$ cat src/rtl/assert_macros.svh
// Assertion helpers for the RTL.
`ifndef ASSERT_MACROS_SVH
`define ASSERT_MACROS_SVH

// Same-cycle implication.
`define SRA_ASSERT_IMPLY(label, clk, rst, ante, cons) \
   label: assert property (@(posedge clk) disable iff (rst) (ante) |-> (cons)) \
      else $error("assertion failed");

// Next-cycle implication.
`define SRA_ASSERT_NEXT(label, clk, rst, ante, cons) \
   label: assert property (@(posedge clk) disable iff (rst) (ante) |=> (cons)) \
      else $error("assertion failed");

`endif

$ cat src/rtl/sra_pkg.sv
package sra_pkg;

   localparam logic [1:0] OP_OBSERVE = 2'd0;
   localparam logic [1:0] OP_AGE     = 2'd1;
   localparam logic [1:0] OP_REPORT  = 2'd2;

   localparam logic [2:0] RC_UPDATED  = 3'd0;
   localparam logic [2:0] RC_INSERTED = 3'd1;
   localparam logic [2:0] RC_DROPPED  = 3'd2;
   localparam logic [2:0] RC_IGNORED  = 3'd3;
   localparam logic [2:0] RC_AGED     = 3'd4;
   localparam logic [2:0] RC_REPORT   = 3'd5;
   localparam logic [2:0] RC_EMPTY    = 3'd6;

   localparam logic [16:0] COUNT_LIMIT = 17'd65536;
   localparam int          DIV_STEPS   = 25;

   typedef enum logic [1:0] {
      CMD_OBSERVE,
      CMD_IGNORE,
      CMD_AGE,
      CMD_REPORT
   } cmd_kind_type;

   typedef struct packed {
      logic [1:0]        opcode;
      logic [47:0]       src_mac;
      logic signed [7:0] rssi;
   } req_type;

   typedef struct packed {
      logic [2:0]        result_code;
      logic [47:0]       station_mac;
      logic signed [7:0] average_rssi;
      logic [6:0]        entry_count;
      logic [6:0]        removed_count;
      logic              last;
   } rsp_type;

   typedef struct packed {
      cmd_kind_type      kind;
      logic [47:0]       mac;
      logic signed [7:0] rssi;
   } cmd_type;

   typedef struct packed {
      logic    empty;
      cmd_type head;
   } queue_status_type;

   typedef enum logic [3:0] {
      S_IDLE,
      S_OBS_RD,
      S_OBS_CMP,
      S_AGE,
      S_AGE_DONE,
      S_REP_RD,
      S_REP_CHK,
      S_REP_DIV
   } back_state_type;

endpackage

$ cat src/rtl/station_rssi_aging_table.sv
// Station RSSI table with aging.
// Input: drive req_word and raise start; the word is taken on a clock edge
// where start is high and busy is low. A two-word queue takes words while
// the table engine works on an earlier one; busy rises when the queue fills.
// Output: each result sits on rsp_word for one cycle with rsp_strobe high;
// the receiver cannot stall, so results are never held. rsp_word.last marks
// the final result of a word.
// Order of work, set by the slot walk over the table memories (one read port each):
//   observe: a read and a compare state per slot until a hit, every slot when the MAC is new;
//   age: visits every slot, then gives its result; ignored word and empty report: answered from idle;
//   report: a read and a check state per slot walked, plus a run of the
//   bit-serial divider that forms the average for each live entry.
// Reset clears the queue, every valid and seen mark and the live count;
// no sweep of the memories is needed, since only valid slots are read.
module station_rssi_aging_table #(
   parameter int ENTRIES = 32
) (
   input  logic             clock,
   input  logic             reset,
   input  logic             start,
   output logic             busy,
   input  sra_pkg::req_type req_word,
   output logic             rsp_strobe,
   output sra_pkg::rsp_type rsp_word
);

   // queue status from front to back, and the pop back to the front
   sra_pkg::queue_status_type status;
   logic                      pop;

   // accept and classify incoming words
   sra_front u_front (
      .clock    (clock),
      .reset    (reset),
      .start    (start),
      .req_word (req_word),
      .busy     (busy),
      .pop      (pop),
      .status   (status)
   );

   // walk the table and drive results
   sra_back #(
      .ENTRIES (ENTRIES)
   ) u_back (
      .clock      (clock),
      .reset      (reset),
      .status     (status),
      .pop        (pop),
      .rsp_strobe (rsp_strobe),
      .rsp_word   (rsp_word)
   );

endmodule

$ cat src/rtl/sra_front.sv
module sra_front (
   input  logic                      clock,
   input  logic                      reset,
   input  logic                      start,
   input  sra_pkg::req_type          req_word,
   output logic                      busy,
   input  logic                      pop,
   output sra_pkg::queue_status_type status
);

   sra_pkg::cmd_type queue_ff [2];
   logic       wr_ptr_ff, wr_ptr_in;
   logic       rd_ptr_ff, rd_ptr_in;
   logic [1:0] count_ff, count_in;
   logic       push;
   sra_pkg::cmd_type cmd;

   // classify the incoming word
   always_comb begin
      cmd.mac  = req_word.src_mac;
      cmd.rssi = req_word.rssi;
      unique case (req_word.opcode)
         sra_pkg::OP_OBSERVE: begin
            cmd.kind = req_word.rssi[7] ? sra_pkg::CMD_OBSERVE : sra_pkg::CMD_IGNORE;
         end
         sra_pkg::OP_AGE:    cmd.kind = sra_pkg::CMD_AGE;
         sra_pkg::OP_REPORT: cmd.kind = sra_pkg::CMD_REPORT;
         default:            cmd.kind = sra_pkg::CMD_IGNORE;
      endcase
   end

   assign busy = (count_ff == 2'd2);
   assign push = start && !busy;

   always_comb begin
      wr_ptr_in = push ? ~wr_ptr_ff : wr_ptr_ff;
      rd_ptr_in = pop ? ~rd_ptr_ff : rd_ptr_ff;
      count_in  = count_ff + {1'b0, push} - {1'b0, pop};
   end

   always_ff @(posedge clock) begin
      if (reset) begin
         wr_ptr_ff <= 1'b0;
         rd_ptr_ff <= 1'b0;
         count_ff  <= 2'd0;
      end else begin
         wr_ptr_ff <= wr_ptr_in;
         rd_ptr_ff <= rd_ptr_in;
         count_ff  <= count_in;
      end
   end

   always_ff @(posedge clock) begin
      if (push) begin
         queue_ff[wr_ptr_ff] <= cmd;
      end
   end

   assign status.empty = (count_ff == 2'd0);
   assign status.head  = queue_ff[rd_ptr_ff];

endmodule

$ cat src/rtl/sra_div.sv
module sra_div (
   input  logic               clock,
   input  logic               reset,
   input  logic               start,
   input  logic signed [24:0] dividend,
   input  logic [16:0]        divisor,
   output logic               done,
   output logic signed [7:0]  quotient
);

   logic        run_ff, run_in;
   logic        done_ff, done_in;
   logic        neg_ff, neg_in;
   logic [4:0]  step_ff, step_in;
   logic [17:0] rem_ff, rem_in;
   logic [24:0] quo_ff, quo_in;
   logic [17:0] rem_sh;
   logic [24:0] quo_neg;

   always_comb begin
      run_in  = run_ff;
      done_in = 1'b0;
      neg_in  = neg_ff;
      step_in = step_ff;
      rem_in  = rem_ff;
      quo_in  = quo_ff;
      rem_sh  = {rem_ff[16:0], quo_ff[24]};
      if (start) begin
         run_in  = 1'b1;
         neg_in  = dividend[24];
         step_in = 5'd0;
         rem_in  = 18'd0;
         quo_in  = dividend[24] ? 25'(-dividend) : 25'(dividend);
      end else if (run_ff) begin
         // one quotient bit per cycle
         if (rem_sh >= {1'b0, divisor}) begin
            rem_in = rem_sh - {1'b0, divisor};
            quo_in = {quo_ff[23:0], 1'b1};
         end else begin
            rem_in = rem_sh;
            quo_in = {quo_ff[23:0], 1'b0};
         end
         step_in = step_ff + 5'd1;
         if (step_ff == 5'(sra_pkg::DIV_STEPS - 1)) begin
            run_in  = 1'b0;
            done_in = 1'b1;
         end
      end
   end

   always_ff @(posedge clock) begin
      if (reset) begin
         run_ff  <= 1'b0;
         done_ff <= 1'b0;
      end else begin
         run_ff  <= run_in;
         done_ff <= done_in;
      end
      neg_ff  <= neg_in;
      step_ff <= step_in;
      rem_ff  <= rem_in;
      quo_ff  <= quo_in;
   end

   assign quo_neg  = -quo_ff;
   assign done     = done_ff;
   assign quotient = neg_ff ? quo_neg[7:0] : quo_ff[7:0];

endmodule

$ cat src/rtl/sra_back.sv
`include "assert_macros.svh"

module sra_back #(
   parameter int ENTRIES = 32
) (
   input  logic                      clock,
   input  logic                      reset,
   input  sra_pkg::queue_status_type status,
   output logic                      pop,
   output logic                      rsp_strobe,
   output sra_pkg::rsp_type          rsp_word
);

   localparam int IDX_W = (ENTRIES > 1) ? $clog2(ENTRIES) : 1;
   localparam logic [IDX_W-1:0] LAST_IDX = IDX_W'(ENTRIES - 1);

   sra_pkg::back_state_type state_ff, state_in;
   sra_pkg::cmd_type   cmd_ff, cmd_in;
   logic [IDX_W-1:0]   idx_ff, idx_in;
   logic [IDX_W-1:0]   free_idx_ff, free_idx_in;
   logic               free_found_ff, free_found_in;
   logic [6:0]         removed_ff, removed_in;
   logic [6:0]         live_ff, live_in;
   logic [ENTRIES-1:0] valid_ff, valid_in;
   logic [ENTRIES-1:0] seen_ff, seen_in;
   logic               strobe_ff, strobe_in;
   sra_pkg::rsp_type   rsp_ff, rsp_in;

   logic [47:0]        mac_mem [ENTRIES];
   logic signed [24:0] sum_mem [ENTRIES];
   logic [16:0]        cnt_mem [ENTRIES];
   logic [47:0]        mac_rd_ff;
   logic signed [24:0] sum_rd_ff;
   logic [16:0]        cnt_rd_ff;

   logic               wr_en;
   logic [IDX_W-1:0]   wr_idx;
   logic [47:0]        wr_mac;
   logic signed [24:0] wr_sum;
   logic [16:0]        wr_cnt;

   logic               div_start, div_done;
   logic signed [7:0]  div_q;
   logic signed [24:0] rssi_ext;
   logic [ENTRIES-1:0] valid_above;
   logic               more;
   logic               hit;

   sra_div u_div (
      .clock    (clock),
      .reset    (reset),
      .start    (div_start),
      .dividend (sum_rd_ff),
      .divisor  (cnt_rd_ff),
      .done     (div_done),
      .quotient (div_q)
   );

   assign rssi_ext    = {{17{cmd_ff.rssi[7]}}, cmd_ff.rssi};
   assign valid_above = (valid_ff >> idx_ff) >> 1;
   assign more        = |valid_above;
   assign hit         = valid_ff[idx_ff] && (mac_rd_ff == cmd_ff.mac);

   always_comb begin
      state_in      = state_ff;
      cmd_in        = cmd_ff;
      idx_in        = idx_ff;
      free_idx_in   = free_idx_ff;
      free_found_in = free_found_ff;
      removed_in    = removed_ff;
      live_in       = live_ff;
      valid_in      = valid_ff;
      seen_in       = seen_ff;
      strobe_in     = 1'b0;
      rsp_in        = '0;
      rsp_in.entry_count = live_ff;
      rsp_in.last   = 1'b1;
      pop           = 1'b0;
      div_start     = 1'b0;
      wr_en         = 1'b0;
      wr_idx        = idx_ff;
      wr_mac        = cmd_ff.mac;
      wr_sum        = rssi_ext;
      wr_cnt        = 17'd1;
      unique case (state_ff)
         sra_pkg::S_IDLE: begin
            if (!status.empty) begin
               pop           = 1'b1;
               cmd_in        = status.head;
               idx_in        = '0;
               free_found_in = 1'b0;
               removed_in    = 7'd0;
               unique case (status.head.kind)
                  sra_pkg::CMD_OBSERVE: state_in = sra_pkg::S_OBS_RD;
                  sra_pkg::CMD_AGE:     state_in = sra_pkg::S_AGE;
                  sra_pkg::CMD_REPORT: begin
                     if (live_ff == 7'd0) begin
                        strobe_in          = 1'b1;
                        rsp_in.result_code = sra_pkg::RC_EMPTY;
                     end else begin
                        state_in = sra_pkg::S_REP_RD;
                     end
                  end
                  default: begin
                     strobe_in          = 1'b1;
                     rsp_in.result_code = sra_pkg::RC_IGNORED;
                  end
               endcase
            end
         end
         sra_pkg::S_OBS_RD: state_in = sra_pkg::S_OBS_CMP;
         sra_pkg::S_OBS_CMP: begin
            if (hit) begin
               wr_en = 1'b1;
               if (cnt_rd_ff <= sra_pkg::COUNT_LIMIT) begin
                  wr_sum = sum_rd_ff + rssi_ext;
                  wr_cnt = cnt_rd_ff + 17'd1;
               end
               seen_in[idx_ff]    = 1'b1;
               strobe_in          = 1'b1;
               rsp_in.result_code = sra_pkg::RC_UPDATED;
               rsp_in.station_mac = cmd_ff.mac;
               state_in           = sra_pkg::S_IDLE;
            end else if (idx_ff == LAST_IDX) begin
               state_in  = sra_pkg::S_IDLE;
               strobe_in = 1'b1;
               if (free_found_ff || !valid_ff[idx_ff]) begin
                  wr_en              = 1'b1;
                  wr_idx             = free_found_ff ? free_idx_ff : idx_ff;
                  valid_in[wr_idx]   = 1'b1;
                  seen_in[wr_idx]    = 1'b1;
                  live_in            = live_ff + 7'd1;
                  rsp_in.result_code = sra_pkg::RC_INSERTED;
                  rsp_in.station_mac = cmd_ff.mac;
                  rsp_in.entry_count = live_ff + 7'd1;
               end else begin
                  rsp_in.result_code = sra_pkg::RC_DROPPED;
               end
            end else begin
               if (!valid_ff[idx_ff] && !free_found_ff) begin
                  free_found_in = 1'b1;
                  free_idx_in   = idx_ff;
               end
               idx_in   = idx_ff + IDX_W'(1);
               state_in = sra_pkg::S_OBS_RD;
            end
         end
         sra_pkg::S_AGE: begin
            if (valid_ff[idx_ff]) begin
               if (seen_ff[idx_ff]) begin
                  seen_in[idx_ff] = 1'b0;
               end else begin
                  valid_in[idx_ff] = 1'b0;
                  removed_in       = removed_ff + 7'd1;
                  live_in          = live_ff - 7'd1;
               end
            end
            if (idx_ff == LAST_IDX) begin
               state_in = sra_pkg::S_AGE_DONE;
            end else begin
               idx_in = idx_ff + IDX_W'(1);
            end
         end
         sra_pkg::S_AGE_DONE: begin
            strobe_in            = 1'b1;
            rsp_in.result_code   = sra_pkg::RC_AGED;
            rsp_in.removed_count = removed_ff;
            state_in             = sra_pkg::S_IDLE;
         end
         sra_pkg::S_REP_RD: state_in = sra_pkg::S_REP_CHK;
         sra_pkg::S_REP_CHK: begin
            if (valid_ff[idx_ff]) begin
               div_start = 1'b1;
               state_in  = sra_pkg::S_REP_DIV;
            end else if (idx_ff == LAST_IDX) begin
               state_in = sra_pkg::S_IDLE;
            end else begin
               idx_in   = idx_ff + IDX_W'(1);
               state_in = sra_pkg::S_REP_RD;
            end
         end
         sra_pkg::S_REP_DIV: begin
            if (div_done) begin
               strobe_in           = 1'b1;
               rsp_in.result_code  = sra_pkg::RC_REPORT;
               rsp_in.station_mac  = mac_rd_ff;
               rsp_in.average_rssi = div_q;
               rsp_in.last         = !more;
               if (more) begin
                  idx_in   = idx_ff + IDX_W'(1);
                  state_in = sra_pkg::S_REP_RD;
               end else begin
                  state_in = sra_pkg::S_IDLE;
               end
            end
         end
         default: state_in = sra_pkg::S_IDLE;
      endcase
   end

   always_ff @(posedge clock) begin
      if (reset) begin
         state_ff  <= sra_pkg::S_IDLE;
         live_ff   <= 7'd0;
         valid_ff  <= '0;
         seen_ff   <= '0;
         strobe_ff <= 1'b0;
      end else begin
         state_ff  <= state_in;
         live_ff   <= live_in;
         valid_ff  <= valid_in;
         seen_ff   <= seen_in;
         strobe_ff <= strobe_in;
      end
      cmd_ff        <= cmd_in;
      idx_ff        <= idx_in;
      free_idx_ff   <= free_idx_in;
      free_found_ff <= free_found_in;
      removed_ff    <= removed_in;
      rsp_ff        <= rsp_in;
   end

   always_ff @(posedge clock) begin
      if (wr_en) begin
         mac_mem[wr_idx] <= wr_mac;
         sum_mem[wr_idx] <= wr_sum;
         cnt_mem[wr_idx] <= wr_cnt;
      end
      mac_rd_ff <= mac_mem[idx_ff];
      sum_rd_ff <= sum_mem[idx_ff];
      cnt_rd_ff <= cnt_mem[idx_ff];
   end

   assign rsp_strobe = strobe_ff;
   assign rsp_word   = rsp_ff;

   `SRA_ASSERT_IMPLY(a_live_bound, clock, reset, 1'b1, live_ff <= 7'(ENTRIES))
   `SRA_ASSERT_IMPLY(a_insert_live, clock, reset,
      strobe_ff && rsp_ff.result_code == sra_pkg::RC_INSERTED, rsp_ff.entry_count != 7'd0)
   `SRA_ASSERT_NEXT(a_pop_leaves_idle, clock, reset,
      state_ff == sra_pkg::S_IDLE && !status.empty, state_ff != sra_pkg::S_IDLE || strobe_ff)

endmodule
$ cat config.mk
export PLATFORM = sky130hd
export DESIGN_NAME = station_rssi_aging_table
export DESIGN_NICKNAME = d
export VERILOG_FILES = /design/src/rtl/sra_pkg.sv /design/src/rtl/station_rssi_aging_table.sv /design/src/rtl/sra_front.sv /design/src/rtl/sra_div.sv /design/src/rtl/sra_back.sv
export VERILOG_INCLUDE_DIRS = /design/src /design/src/rtl
export SDC_FILE = /design/constraint.sdc
export NUM_CORES = 2
export LEC_CHECK = 0
export BUFFER_PORTS_ARGS = -buffer_cell sky130_fd_sc_hd__clkbuf_2
export CORE_MARGIN = 2
export CORE_UTILIZATION = 47
export CTS_CLUSTER_SIZE = 30
export DETAILED_ROUTE_END_ITERATION = 8
export GPL_TIMING_DRIVEN = 0
export PLACE_DENSITY_LB_ADDON = 0.08
export SLEW_MARGIN = 15
export SYNTH_ARGS = -nofsm -noshare
export SYNTH_HDL_FRONTEND = slang
export SYNTH_SLANG_ARGS = --single-unit
$ cat constraint.sdc
create_clock -name clock -period 6.7 [get_ports clock]
set_input_delay 0.67 -clock clock [delete_from_list [all_inputs] [get_ports clock]]
set_output_delay 0.67 -clock clock [all_outputs]
set_load 0.01 [all_outputs]
; After elaboration in Yosys (flattened, before gate mapping)
; Memory sizes are Yosys's and may differ from the RTL's. A register that Yosys moved wholly into a read port is not among the register bits.
; Index checks and enable logic that the tools add are counted.
[totals]
ff_bits = 278
ram_bits = 2996
in_bits = 61
wordCells = 234
n_memories = 4
[memory_table]
columns = name, words, word_bits, read_ports, rd_clocked_by_memory_dff, write_ports, line
row1 = u_back.mac_mem, 32, 48, 1, 1, 1, sra_back.sv:29  ; logic [47:0] mac_mem [ENTRIES];
row2 = u_back.sum_mem, 32, 25, 1, 1, 1, sra_back.sv:30  ; logic signed [24:0] sum_mem [ENTRIES];
row3 = u_back.cnt_mem, 32, 17, 1, 1, 1, sra_back.sv:31  ; logic [16:0] cnt_mem [ENTRIES];
row4 = u_front.queue_ff, 2, 58, 1, 1, 1, sra_front.sv:11  ; sra_pkg::cmd_type queue_ff [2];
[op_classes]
add_sub_neg = 12
magnitude_cmp = 6
eq_ne = 32
n_shift = 1
n_mux = 108
bitwise_logic = 12
n_reduce_logical = 33
[op_table]
columns = op, n
row1 = $mux 32, 10
row2 = $mux 25, 6
row3 = $pmux 32 s2, 2
row4 = $mux 51, 2
row5 = $or 32x32->32, 3
row6 = $pmux 48 s2, 1
row7 = $mux 17, 4
row8 = $and 32x32->32, 2
row9 = $mux 7, 9
row10 = $mux 59, 1
row11 = $mux 5, 11
row12 = $eq 48x48->1, 1
row13 = $mux 48, 1
row14 = $mux 1, 34
row15 = $not 32->32, 1
row16 = $shr 32x5->32, 1
row17 = $reduce_or 31->1, 1
row18 = $pmux 4 s7, 1
row19 = $pmux 7 s2, 2
row20 = $add 25x8->25, 1
row21 = $neg 25->25, 1
row22 = $pmux 5 s5, 1
row23 = $mux 4, 6
row24 = $ge 18x17->1, 1
row25 = 49 further kinds, 101

; Depth between registers and ports, before layout
[depth]
depth_word = 10
mapped_depth = 13

; Modules after synthesis
; Synthesis repeated with hierarchy kept, for this count alone.
[unflattened]
cells_unflattened = 6457
hier_area_um2 = 130079.8
[modules_own_cells]
columns = mod, instances, cells_per_inst, area_per_inst_um2, seq_area_each_um2
row1 = sra_back, 1, 5810, 121836.9, 93489.7
row2 = sra_front, 1, 212, 4533.1, 3583.4
row3 = sra_div, 1, 435, 3709.8, 1261.2

; Worst setup path before layout
; No wires, ideal clock.
[synth_path]
path_kind = flip-flop to flip-flop
start = reg u_back.idx_ff[0]
end = mem u_back.cnt_mem[20][0], enable pin
setup_ps = 540
arrival_time_ps = 6306
required_ps = 6160
path_slack_ps = -146
path_stages_with_launch = 11
path_buffers = 3
period_less_slack_ps = 6846
cell_sequence = edfxtp_1 buf_6 mux4_1 o22ai_1 nor4_4 and4_1 buf_4 nor2_2 buf_2 a21oi_1 nor2_1
[synth_via]
elab_chain_len = 10
elab_cells_between_ends = 17
classes_between = eq/ne: 1 / mux: 13 / reduce/logical: 3
[synth_rtl]
columns = item, line
row1 = from (decl), sra_back.sv:19  ; logic [IDX_W-1:0] idx_ff, idx_in;
row2 = from (signal assigned), sra_back.sv:216  ; idx_ff <= idx_in;
row3 = $bmux 1 s5, "sra_back.sv:62, sra_back.sv:127"
row4 = $mux 1 (implied by the code), "sra_back.sv:62, sra_back.sv:127"
row5 = $logic_not 1->1, sra_back.sv:127  ; if (free_found_ff || !valid_ff[idx_ff]) begin
row6 = $logic_or 1x1->1, sra_back.sv:127
row7 = $mux 1, sra_back.sv:127
row8 = $mux 1, sra_back.sv:124  ; end else if (idx_ff == LAST_IDX) begin
row9 = $mux 1, sra_back.sv:113  ; if (hit) begin
row10 = $mux 1, sra_back.sv:85  ; unique case (state_ff)
row11 = $mux 1, sra_back.sv:224  ; if (wr_en) begin
row12 = $mux 1 (implied by the code), sra_back.sv:227  ; cnt_mem[wr_idx] <= wr_cnt;
row13 = to (decl), sra_back.sv:31
; Parallel ways exist; a longest one is shown, timed or not. The select of a mux whose other input is x is not followed.

; Final worst setup path
[layout_path]
start = reg u_back.cmd_ff, in the netlist u_back.wr_mac[10]
end = mem u_back.mac_mem[2][8], enable pin
[layout_via]
elab_chain_len = 6
elab_cells_between_ends = 8
classes_between = eq/ne: 1 / mux: 6 / reduce/logical: 1
[layout_rtl]
columns = item, line
row1 = from (decl), sra_back.sv:18  ; sra_pkg::cmd_type cmd_ff, cmd_in;
row2 = from (signal assigned), sra_back.sv:215  ; cmd_ff <= cmd_in;
row3 = $eq 48x48->1 *, sra_back.sv:62  ; assign hit = valid_ff[idx_ff] && (mac_rd_ff == cmd_ff.mac);
row4 = $logic_and 1x1->1 *, sra_back.sv:62
row5 = $mux 1, sra_back.sv:113
row6 = $mux 1, sra_back.sv:85
row7 = $mux 1, sra_back.sv:224
row8 = $mux 1 (implied by the code), sra_back.sv:225  ; mac_mem[wr_idx] <= wr_mac;
row9 = to (decl), sra_back.sv:29
; Mark *: on every way between the ends. The rest lies on a longest branch, timed or not.

==> reports/metrics.cfg <==
[detailed_routing]
viasPerCell=6.379
drc_errors=0
ant_nets=0
drt_pass1_iterations=6
wl_mm=423.6
vias=71324
routedWlPerCell_um=37.88
drt_iter0_drc=9989

[logic_synthesis]
synth_top_family_by_area=multiplexers
synth_xor_area_share_pct=1.028
seq_area_frac_synth_pct=75.90
synth_nets=6547
muxShareOfSynthArea_pct=13.86
syn_inst=6425
synth_compound_area_share_pct=4.507
synth_edf_count=3096
synth-seq-cells=3364
synth_fa_ha_area_share_pct=0.6007
yosys_warnings=0
avgSynthCellArea_um2=20.16
ys.flop_type=edfxtp_1
yosysUniqueCellTypes=89
syn_area_mm2=0.1296
async_reset_ff_share_pct=0
synth-simple-area-share_pct=2.737

[cts]
cts.sinks=3364
cts-buffers-inserted=352
clk_latency_ps=930
cts_buffer_depth=4
clk_pin_slew_ps=60
htreeDepth=5
cts_root_buffer=clkbuf_16
cts_tree=built

[placed_design]
hpwlAfterDp_mm=290.7
io_buffers=136
gp_routability_congestion=0.9274

[run_status]
status=finished, final reports clean

[critical_path]
cp_data_required_time_ps=7300
path_cells=xnor2_2 > nand4_1 > nor4_1 > and4_2 > buf_4 > buf_4 > mux2i_1 > nand2_1 > nor2_4 > buf_12 > buf_12 > buf_12 > buf_12
cp_slowest_stage_delay_ps=840
critPathArrivalTime_ps=7130
critPathMaxFanout=34
criticalPathCategory=register to register
end_kind=register
cp_top_family=simple AND/OR/NAND/NOR gates
start_kind=register
crit_buf_inv=6
worst_path_most_repeated_cell=buf_12
slowest_stage=edfxtp_1

[hold_path]
min_path_type=input pin to register

[global_route]
grt_max_degree=39
track_usage_pct=30.14
grt_overflow=0
antenna_found_initial=28
grt_pass1_wl_mm=575.0
grt_pass1_vias=69672

[pwr]
pwr-share-clk_pct=30.2
powerDensity_mw_per_mm2=412.9
p_sw_share_pct=33.18
p_int_w=0.04231
comb_power_share_pct=28.0
leakagePower_nw=47.59
peakVddDrop_mv=0.2859
p_sw_w=0.02101
seqPwrFrac_pct=41.8

[sta]
tightest_slew_ps=1335
fin_skew_ps=65.44
finalHoldViolCount=0
min_period_ps=6534
slew_viol_final=0
finalCritPeriodShare_pct=97.53
rsz0062_at_grt=no
slew_headroom_pct=10.32
fmax_ghz=0.1530
fin_setup_tns_ps=0
setup_violations=0

[final_layout]
final_net_count=7391
layout-drive-gt1-share_pct=26.32
final_cell_mix=edfxtp_1, mux4_2, clkbuf_16
fin_util_pct=55.99
layout_commonest_cell=edfxtp_1
area_growth_pct=18.36

[floorplan]
core_area_mm2=0.2739
fp.dieH_um=529.0
die_area_mm2=0.2799
io_pins=137
rows=192
initial_core_util_pct=47.31
die_w_um=529.0

[job]
maxCapViolCount=0

## sequential cells by signal, summed over array words and instances, names as in the netlist, 7 cells and up, named ones only
register             flops
u_back.mac_mem        1536
u_back.sum_mem         800
u_back.cnt_mem         544
u_front.queue_ff       116
u_back.rsp_word         74
u_back.mac_rd_ff        48
u_back.wr_mac           48
u_back.seen_ff          32
u_back.valid_ff         32
u_back.sum_rd_ff        25
u_back.u_div.quo_ff     25
u_back.cnt_rd_ff        17
u_back.u_div.rem_ff     17
u_back.cmd_ff            8
u_back.live_ff           7
u_back.removed_ff        7
## repair_timing
item                                   CTS  global route
endpoints found under the hold margin  112             0
pin swaps                                0             5
hold buffers                            56             0
setup buffers                            0             5
resized for setup                        3             1
setup endpoints to repair              509           102
## layout make-up
cell class	instances	area, µm²
Multi-Input combinational cell	2645	29960
Antenna cell	31	77.57
Sequential cell	3364	98330
Clock inverter	179	1607
Fill cell	20696	120500
Buffer	357	1608
Timing Repair Buffer	490	7443
Clock buffer	467	9600
Tap cell	3589	4491
Inverter	59	221.5
## tightest hold or removal path, delay by kind of cell
family,cells,cell delay [ps]
simple gates,2,220
buf+inv,1,90
xor+xnor,1,90
## routing by layer
layer  vias up  part of all wire, %  wire, µm  GRT usage, %
li1      28490                    -         -             -
met1     38548                   40    171100         42.48
met2      3614                   47    200800         47.83
met3       668                  8.0     34070         4.482
met4         4                  4.1     17540         11.42
met5         -               0.0061        26             0
## cell usage after synthesis, types with 50 or more instances
| cell | number | area share [%] |
|---|---|---|
| xnor2_1 | 98 | 0.66 |
| a22oi_1 | 344 | 2.0 |
| nor2_1 | 153 | 0.44 |
| mux2i_1 | 53 | 0.41 |
| mux2_2 | 58 | 0.50 |
| o21ai_0 | 190 | 0.73 |
| dfxtp_1 | 268 | 4.1 |
| inv_1 | 55 | 0.16 |
| a21oi_1 | 101 | 0.39 |
| clkbuf_1 | 199 | 0.58 |
| mux4_2 | 734 | 13 |
| nand3_1 | 62 | 0.24 |
| buf_2 | 101 | 0.39 |
| a22o_1 | 50 | 0.34 |
| xor2_1 | 54 | 0.37 |
| nand2_1 | 219 | 0.63 |
| nand4_1 | 93 | 0.45 |
| ha_1 | 59 | 0.57 |
| edfxtp_1 | 3096 | 72 |
## per-stage QoR
step / instances / hold slack [ps] / total power (W) / setup WS, ps / instance area [µm²]
6_report: 11181 / 219.0 / 0.06332 / 165.5 / 153300
5_1_grt: 11173 / 221.8 / 0.06520 / 209.3 / 153300
4_1_cts: 11141 / 156.4 / 0.06351 / 10.23 / 153200
3_5_place_dp: 10439 / 467.0 / 0.04450 / -333.5 / 141400
3_3_place_gp: 10150 / 460.5 / 0.04336 / -10500 / 134700
2_1_floorplan: 6425 / 406.4 / 0.03629 / -145.9 / 129600
## power by group through the flow
stage	sequential, W	clock, W	combinational (W)
final	0.0265	0.0191	0.0177
after floorplan	0.0264	0	0.00993
after global placement	0.0267	0	0.0166
after CTS	0.0265	0.0194	0.0176
after global routing	0.0266	0.0201	0.0185
after detailed placement	0.0269	0	0.0176
## path summary, 6_finish.rpt
path / slack (ps) / cells past startpoint / to / from
max: 170 / 13 / u_back.mac_mem[2][8]$_DFFE_PP_ / u_back.wr_mac[10]$_DFFE_PP_
min: 220 / 4 / u_front.wr_ptr_ff$_SDFFE_PP0P_ / start
max reg2reg: 170 / 13 / u_back.mac_mem[2][8]$_DFFE_PP_ / u_back.wr_mac[10]$_DFFE_PP_
min reg2reg: 480 / 2 / u_back.seen_ff[1]$_SDFFE_PP0P_ / u_back.seen_ff[1]$_SDFFE_PP0P_
## logic make-up after synthesis
family | count (synthesis)
adders and majority gates | 61
buffers and inverters | 416
DFF | 3364
and+or+nand+nor | 718
muxes | 854
xor gates and xnor gates | 152
AOI/OAI and AO/OA | 860
No activity file was read; power rests on OpenSTA's default activity.
